### src/rtl/fmp_pkg.sv
// package: shared widths, command and state types for the fibonacci mod unit
package fmp_pkg;
  localparam int INDEX_BITS   = 63;
  localparam int MODULUS_BITS = 32;
  localparam int PROD_BITS    = 2 * MODULUS_BITS;
  localparam int BIT_CNT_BITS = $clog2(INDEX_BITS + 1);

  typedef logic [MODULUS_BITS-1:0] word_t;

  typedef enum logic [2:0] {
    ST_IDLE,
    ST_CHECK,
    ST_MUL,
    ST_WAIT,
    ST_DONE
  } state_t;

  typedef enum logic [1:0] {
    DP_IDLE,
    DP_MUL,
    DP_RED,
    DP_ADD
  } dp_state_t;

  typedef enum logic [1:0] {
    OP_MUL_ACC,
    OP_MUL_BASE
  } op_t;

  typedef struct packed {
    logic load;
    logic start;
    op_t  op;
    logic shift;
  } cmd_t;

  typedef struct packed {
    logic busy;
    logic idx_zero;
    logic idx_lsb;
    logic mod_small;
  } status_t;
endpackage

### src/rtl/fmp_datapath.sv
// datapath: matrix registers, one shared multiplier and a bit-serial mod reducer
module fmp_datapath (
  input  logic                                clk,
  input  logic                                rst,
  input  fmp_pkg::cmd_t                       cmd,
  input  logic [fmp_pkg::INDEX_BITS-1:0]      index,
  input  logic [fmp_pkg::MODULUS_BITS-1:0]    modulus,
  output fmp_pkg::status_t                    status,
  output logic [fmp_pkg::MODULUS_BITS-1:0]    result
);
  import fmp_pkg::*;

  localparam int RED_CNT_BITS = $clog2(PROD_BITS + 1);

  logic [INDEX_BITS-1:0] n;
  word_t m;
  word_t a00, a01, a10, a11;
  word_t b00, b01, b10, b11;
  word_t r00, r01, r10, r11;
  op_t op;
  dp_state_t dp;
  logic [3:0] term;
  logic [PROD_BITS-1:0] prod;
  logic [MODULUS_BITS:0] rem;
  logic [RED_CNT_BITS-1:0] rcnt;
  word_t first;

  word_t xa, xb;
  logic [MODULUS_BITS+1:0] trial;
  logic [MODULUS_BITS:0] sum;
  word_t sum_red;
  word_t x00, x01, x10, x11;

  assign x00 = (op == OP_MUL_ACC) ? a00 : b00;
  assign x01 = (op == OP_MUL_ACC) ? a01 : b01;
  assign x10 = (op == OP_MUL_ACC) ? a10 : b10;
  assign x11 = (op == OP_MUL_ACC) ? a11 : b11;

  // term order: entry*2 + product, x(row,k)*b(k,col)
  always_comb begin
    case (term[2:0])
      3'd0: begin xa = x00; xb = b00; end
      3'd1: begin xa = x01; xb = b10; end
      3'd2: begin xa = x00; xb = b01; end
      3'd3: begin xa = x01; xb = b11; end
      3'd4: begin xa = x10; xb = b00; end
      3'd5: begin xa = x11; xb = b10; end
      3'd6: begin xa = x10; xb = b01; end
      default: begin xa = x11; xb = b11; end
    endcase
  end

  assign trial = {rem, prod[PROD_BITS-1]} - {1'b0, 1'b0, m};
  assign sum = {1'b0, first} + rem;
  assign sum_red = (sum >= {1'b0, m}) ? word_t'(sum - {1'b0, m}) : sum[MODULUS_BITS-1:0];

  always_ff @(posedge clk) begin
    if (rst) begin
      dp <= DP_IDLE;
    end else begin
      if (cmd.load) begin
        n <= index;
        m <= modulus;
        a00 <= word_t'(1); a01 <= '0; a10 <= '0; a11 <= word_t'(1);
        b00 <= word_t'(1); b01 <= word_t'(1); b10 <= word_t'(1); b11 <= '0;
      end
      if (cmd.shift) n <= n >> 1;
      case (dp)
        DP_IDLE: begin
          if (cmd.start) begin
            op <= cmd.op;
            term <= '0;
            dp <= DP_MUL;
          end
        end
        DP_MUL: begin
          prod <= PROD_BITS'(xa) * PROD_BITS'(xb);
          rem <= '0;
          rcnt <= '0;
          dp <= DP_RED;
        end
        DP_RED: begin
          if (!trial[MODULUS_BITS+1]) rem <= trial[MODULUS_BITS:0];
          else rem <= {rem[MODULUS_BITS-1:0], prod[PROD_BITS-1]};
          prod <= prod << 1;
          rcnt <= rcnt + 1'b1;
          if (rcnt == RED_CNT_BITS'(PROD_BITS - 1)) dp <= DP_ADD;
        end
        default: begin
          if (!term[0]) begin
            first <= rem[MODULUS_BITS-1:0];
          end else begin
            case (term[2:1])
              2'd0: r00 <= sum_red;
              2'd1: r01 <= sum_red;
              2'd2: r10 <= sum_red;
              default: r11 <= sum_red;
            endcase
          end
          if (term == 4'd7) begin
            dp <= DP_IDLE;
            if (op == OP_MUL_ACC) begin
              a00 <= r00; a01 <= r01; a10 <= r10; a11 <= sum_red;
            end else begin
              b00 <= r00; b01 <= r01; b10 <= r10; b11 <= sum_red;
            end
          end else begin
            term <= term + 1'b1;
            dp <= DP_MUL;
          end
        end
      endcase
    end
  end

  assign status.busy = (dp != DP_IDLE);
  assign status.idx_zero = (n == '0);
  assign status.idx_lsb = n[0];
  assign status.mod_small = (m <= word_t'(1));
  assign result = status.mod_small ? '0 : a00;
endmodule

### src/rtl/fmp_ctrl.sv
// controller: square-and-multiply sequencing and handshake
module fmp_ctrl (
  input  logic               clk,
  input  logic               rst,
  input  logic               in_valid,
  output logic               in_stall,
  output logic               out_valid,
  input  logic               out_stall,
  input  fmp_pkg::status_t   status,
  output fmp_pkg::cmd_t      cmd
);
  import fmp_pkg::*;

  state_t state, state_next;

  always_ff @(posedge clk) begin
    if (rst) state <= ST_IDLE;
    else state <= state_next;
  end

  always_comb begin
    state_next = state;
    cmd = '0;
    cmd.op = OP_MUL_ACC;
    in_stall = (state != ST_IDLE);
    out_valid = (state == ST_DONE);
    case (state)
      ST_IDLE: begin
        if (in_valid) begin
          cmd.load = 1'b1;
          state_next = ST_CHECK;
        end
      end
      ST_CHECK: begin
        if (status.idx_zero || status.mod_small) begin
          state_next = ST_DONE;
        end else if (status.idx_lsb) begin
          cmd.start = 1'b1;
          cmd.op = OP_MUL_ACC;
          state_next = ST_MUL;
        end else begin
          cmd.start = 1'b1;
          cmd.op = OP_MUL_BASE;
          state_next = ST_WAIT;
        end
      end
      ST_MUL: begin
        if (!status.busy) begin
          cmd.start = 1'b1;
          cmd.op = OP_MUL_BASE;
          state_next = ST_WAIT;
        end
      end
      ST_WAIT: begin
        if (!status.busy) begin
          cmd.shift = 1'b1;
          state_next = ST_CHECK;
        end
      end
      ST_DONE: begin
        if (!out_stall) state_next = ST_IDLE;
      end
      default: state_next = ST_IDLE;
    endcase
  end
endmodule

### src/rtl/fibonacci_mod_matrix_power.sv
// top level: fibonacci number mod m by 2x2 matrix power
// per index bit up to the top set bit: a clear bit squares the base matrix, a set
// bit first also multiplies it into the accumulator; each product is 8 terms
// of multiply, reduce and add; run time is set by the shared 64-step mod reducer
// one item at a time; next beat accepted in the cycle after the result beat is taken
// rst is synchronous active high and clears the controller state and the datapath sequencer state
module fibonacci_mod_matrix_power (
  input  logic                             clk,
  input  logic                             rst,
  input  logic                             in_valid,
  output logic                             in_stall,
  input  logic [fmp_pkg::INDEX_BITS-1:0]   index,
  input  logic [fmp_pkg::MODULUS_BITS-1:0] modulus,
  output logic                             out_valid,
  input  logic                             out_stall,
  output logic [fmp_pkg::MODULUS_BITS-1:0] fib_value
);
  import fmp_pkg::*;

  cmd_t cmd;
  status_t status;

  fmp_ctrl u_ctrl (
    .clk(clk), .rst(rst), .in_valid(in_valid), .in_stall(in_stall),
    .out_valid(out_valid), .out_stall(out_stall), .status(status), .cmd(cmd)
  );

  fmp_datapath u_dp (
    .clk(clk), .rst(rst), .cmd(cmd), .index(index), .modulus(modulus),
    .status(status), .result(fib_value)
  );
endmodule

### config.mk
export PLATFORM = sky130hd
export DESIGN_NAME = fibonacci_mod_matrix_power
export DESIGN_NICKNAME = d
export VERILOG_FILES = /design/src/rtl/fmp_pkg.sv /design/src/rtl/fmp_datapath.sv /design/src/rtl/fmp_ctrl.sv /design/src/rtl/fibonacci_mod_matrix_power.sv
export SDC_FILE = /design/constraint.sdc
export NUM_CORES = 2
export LEC_CHECK = 0
export BUFFER_PORTS_ARGS = -buffer_cell sky130_fd_sc_hd__buf_2
export CAP_MARGIN = 20
export CORE_MARGIN = 2
export CORE_UTILIZATION = 59
export CTS_CLUSTER_DIAMETER = 40
export DETAILED_ROUTE_END_ITERATION = 8
export PLACE_DENSITY = 0.89
export SLEW_MARGIN = 10
export SYNTH_ARGS = -nofsm -noshare
export SYNTH_HDL_FRONTEND = slang
export SYNTH_SLANG_ARGS = --single-unit
### constraint.sdc
create_clock -name clk -period 10.7 [get_ports clk]
set_input_delay 2.14 -clock clk [delete_from_list [all_inputs] [get_ports clk]]
set_output_delay 2.14 -clock clk [all_outputs]
set_load 0.1 [all_outputs]
==> results.md <==
* First-pass GRT wire length at 313000 microns
* Status: complete, but fails checks
* Max incr delay on CP at 0.59 ns
* Die footprint at 0.111 sq mm
* Failing checks: DRC
* Final antenna-violating net count at 0
* Fin crit share at 98.5%
* Unique masters post-synth at between 80 and 90
* Clock-pin slew on the worst setup and hold paths at ~0.060 ns
* Ranking of synthesized cells by area: fa_1 28%, edfxtp_1 28%, ha_1 7.2%, nand2_1 6.1%, inv_1 5.6%
* CTS buffer count at 86
* Row Count at between 100 and 150
* Final Hold Viols at 0
* Syn Nets at 8124
* Root Driver: clkbuf_16
* Syn Area/Cell at 9.45 sq um
* Synthesized instance count at 6758
* Initial DRC count at 7818
* Post-route minimum period at 10.54 ns
* Largest net degree at the start of global routing at 180
* H-tree Lvls at 3
* Worst-Margin Slew at approximately 1.3 ns
* Post-synth top area share at around 28%
* Setup TNS at 0 ns
* Largest area contributor in the netlist: fa_1
* WHS at 0.478 ns
* Placement Cell Area at approximately 0.067 sq mm
* Setup-failing EPs final at 0
* Global route overflow at 0
* I/O pin cnt at 133
* Most common cell after layout, fill and taps aside: nand2_1
* Fill cells at 8241
* Most common cell on crit path: fa_1
* Placed cell count at ~8000
* Nets at 8152
* Startpoint Class: register
* Hold/Removal Path Class: register to register
* Ys Warns at 0
* Vias at 52840
* Synth Register Bits at 593
* Final WL at 205000 microns
* Initial antenna violation count at 7
* Wire per inst at 24.8 microns
* Hold depth at 2
* Max_cap viols at 0
* Slew Limit Fails at 0
* GR Util All Layers at between 30% and 40%
* Drt first pass iters at 9
* Cell area after layout at 0.0698 sq mm
* R2R depth at 32
* HPWL after DPL at 153000 microns
* Area of the mapped netlist at 0.0639 sq mm
* Residual DRC at 3
* Worst skew pair latency at 0.72 ns
* Prevailing post-synth register cell: edfxtp_1
* P&R area growth vs syn at 9.30%
* Die H at ~330 microns
* Gpl congestion at 1.05
* Vias in the first global route at between 50000 and 60000
* CP required at 11.05 ns
* Initial Utilization at 59.6%
* Most frequent cells in the layout: 1034 x nand2_1, 943 x inv_1, 899 x fa_1, 717 x nor2_1, 588 x edfxtp_1
* Post-synth EDFFs at 588
* Async set or reset register ratio after synthesis at 0%
* Worst EP arrival at 10.89 ns
* CP max-delay cell: fa_1
* CTS Buffer Depth at 3
* CP Capture Type: register
* Sequential share of the synthesized area at between 20 and 30%
* CTS tree: done
* Final setup skew at between 0.09 and 0.1 ns
* Die width at 333 microns
* Max Freq at 0.0949 GHz
* Vias/cell at approximately 6.4
* Num Clock Sinks at between 500 and 600
* # port buffers at 132
* Share of cells above drive strength 1 at 9.33%
* Hold buffer count at CTS at 0
* Crit path kind: register to register
* Slew headroom at about 14%
* Fin cells at 8262
* Core area at roughly 0.11 sq mm
* CP max FO at 22
-- critical path: cells and delay by family, from the launching register on --
kind,cells,cell delay [ns]
fa+ha+maj,10,4.76
compound gates,13,3.50
buf+inv,6,1.06
flops,1,0.42
simple gates,3,0.39
-- area by class of cell --
type	instances	area, sq um	share of cell area [%]
multi-input combinational	4815	41400	59.3
antenna	3	7.51	0.0108
sequential	593	17800	25.4
clock buffer	99	2220	3.18
clock inverter	59	801	1.15
timing repair buffer	345	2350	3.37
tap	1403	1760	2.51
inverter	945	3550	5.09
-- worst paths after layout --
| check | from | end | slack, ns |
|---|---|---|---|
| setup / recovery | u_dp.term[0]$_SDFFCE_PP0P_ | u_dp.prod[60]$_DFFE_PP_ | 0.16 |
| hold / removal | u_dp.dp[0]$_SDFFE_PP0P_ | u_dp.dp[0]$_SDFFE_PP0P_ | 0.48 |
| setup reg to reg | u_dp.term[0]$_SDFFCE_PP0P_ | u_dp.prod[60]$_DFFE_PP_ | 0.16 |
| hold reg to reg | u_dp.dp[0]$_SDFFE_PP0P_ | u_dp.dp[0]$_SDFFE_PP0P_ | 0.48 |
-- through the flow --
step / worst slack, ns / util, %
floorplan: 1.16 / -
global placement: 0.422 / 62.1
detailed placement: 0.207 / 62.1
CTS: 0.0392 / 64.9
global route: -0.106 / 65.1
finish: 0.160 / 65.1
-- sequential cells by signal, summed over array words and instances, names as in the netlist, 32 cells and up --
| name | count |
|---|---|
| u_dp.r10 | 32 |
| u_dp.n | 63 |
| u_dp.first | 32 |
| u_dp.prod | 64 |
| u_dp.rem | 33 |
| u_dp.r01 | 32 |
| u_dp.b01 | 32 |
| u_dp.r00 | 32 |
| u_dp.b11 | 32 |
| u_dp.a01 | 32 |
| u_dp.b10 | 32 |
| u_dp.m | 32 |
| u_dp.a10 | 32 |
| u_dp.a11 | 32 |
| u_dp.a00 | 32 |
| u_dp.b00 | 32 |
-- logic make-up after synthesis --
group	Yosys count	share of synthesized area, %
and+or+nand+nor	2349	15.5
buffers and inverters	1351	7.99
adders and majority gates	1267	35.4
AOI/OAI and AO/OA	959	9.70
DFF	593	27.8
xor gates and xnor gates	144	1.99
muxes	95	1.63
-- timing repair --
action,4_1_cts,5_1_grt
setup buffers,0,6
endpoints found under the setup margin,0,22
resized for setup,0,28
-- routing by layer --
| layer | GRT usage, % | part of all wire (%) |
|---|---|---|
| met1 | 45.4 | 34 |
| met2 | 56.8 | 44 |
| met3 | 11.7 | 13 |
| met4 | 25.5 | 8.2 |
| met5 | 0 | 0.044 |
-- synthesized netlist by cell type, types with 5 or more instances --
cell and number:
mux2_2 70, o21bai_1 32, xor2_1 48, o211ai_1 14
a211o_1 7, nand2b_1 39, a21boi_0 9, fa_1 899
dfxtp_1 5, buf_1 34, a21o_1 101, xnor2_1 95
o21ai_0 215, mux2i_1 25, inv_1 945, o21ai_1 68
nor2_1 725, or2_2 7, a221o_1 5, o21a_1 50
a311oi_1 6, a21oi_1 255, and2_1 25, o31ai_1 10
a41oi_1 6, nor2b_1 55, and3_1 17, clkbuf_1 366
ha_1 368, nand4_1 40, a31oi_1 23, nor3_1 29
nor4_1 34, nor3b_1 5, or3_1 7, nand2_1 1035
a211oi_1 17, nand3_1 311, edfxtp_1 588, a222oi_1 94
Power is not shown: default switching activity piles up to over one toggle a cycle in this logic, so the estimate is an artifact.
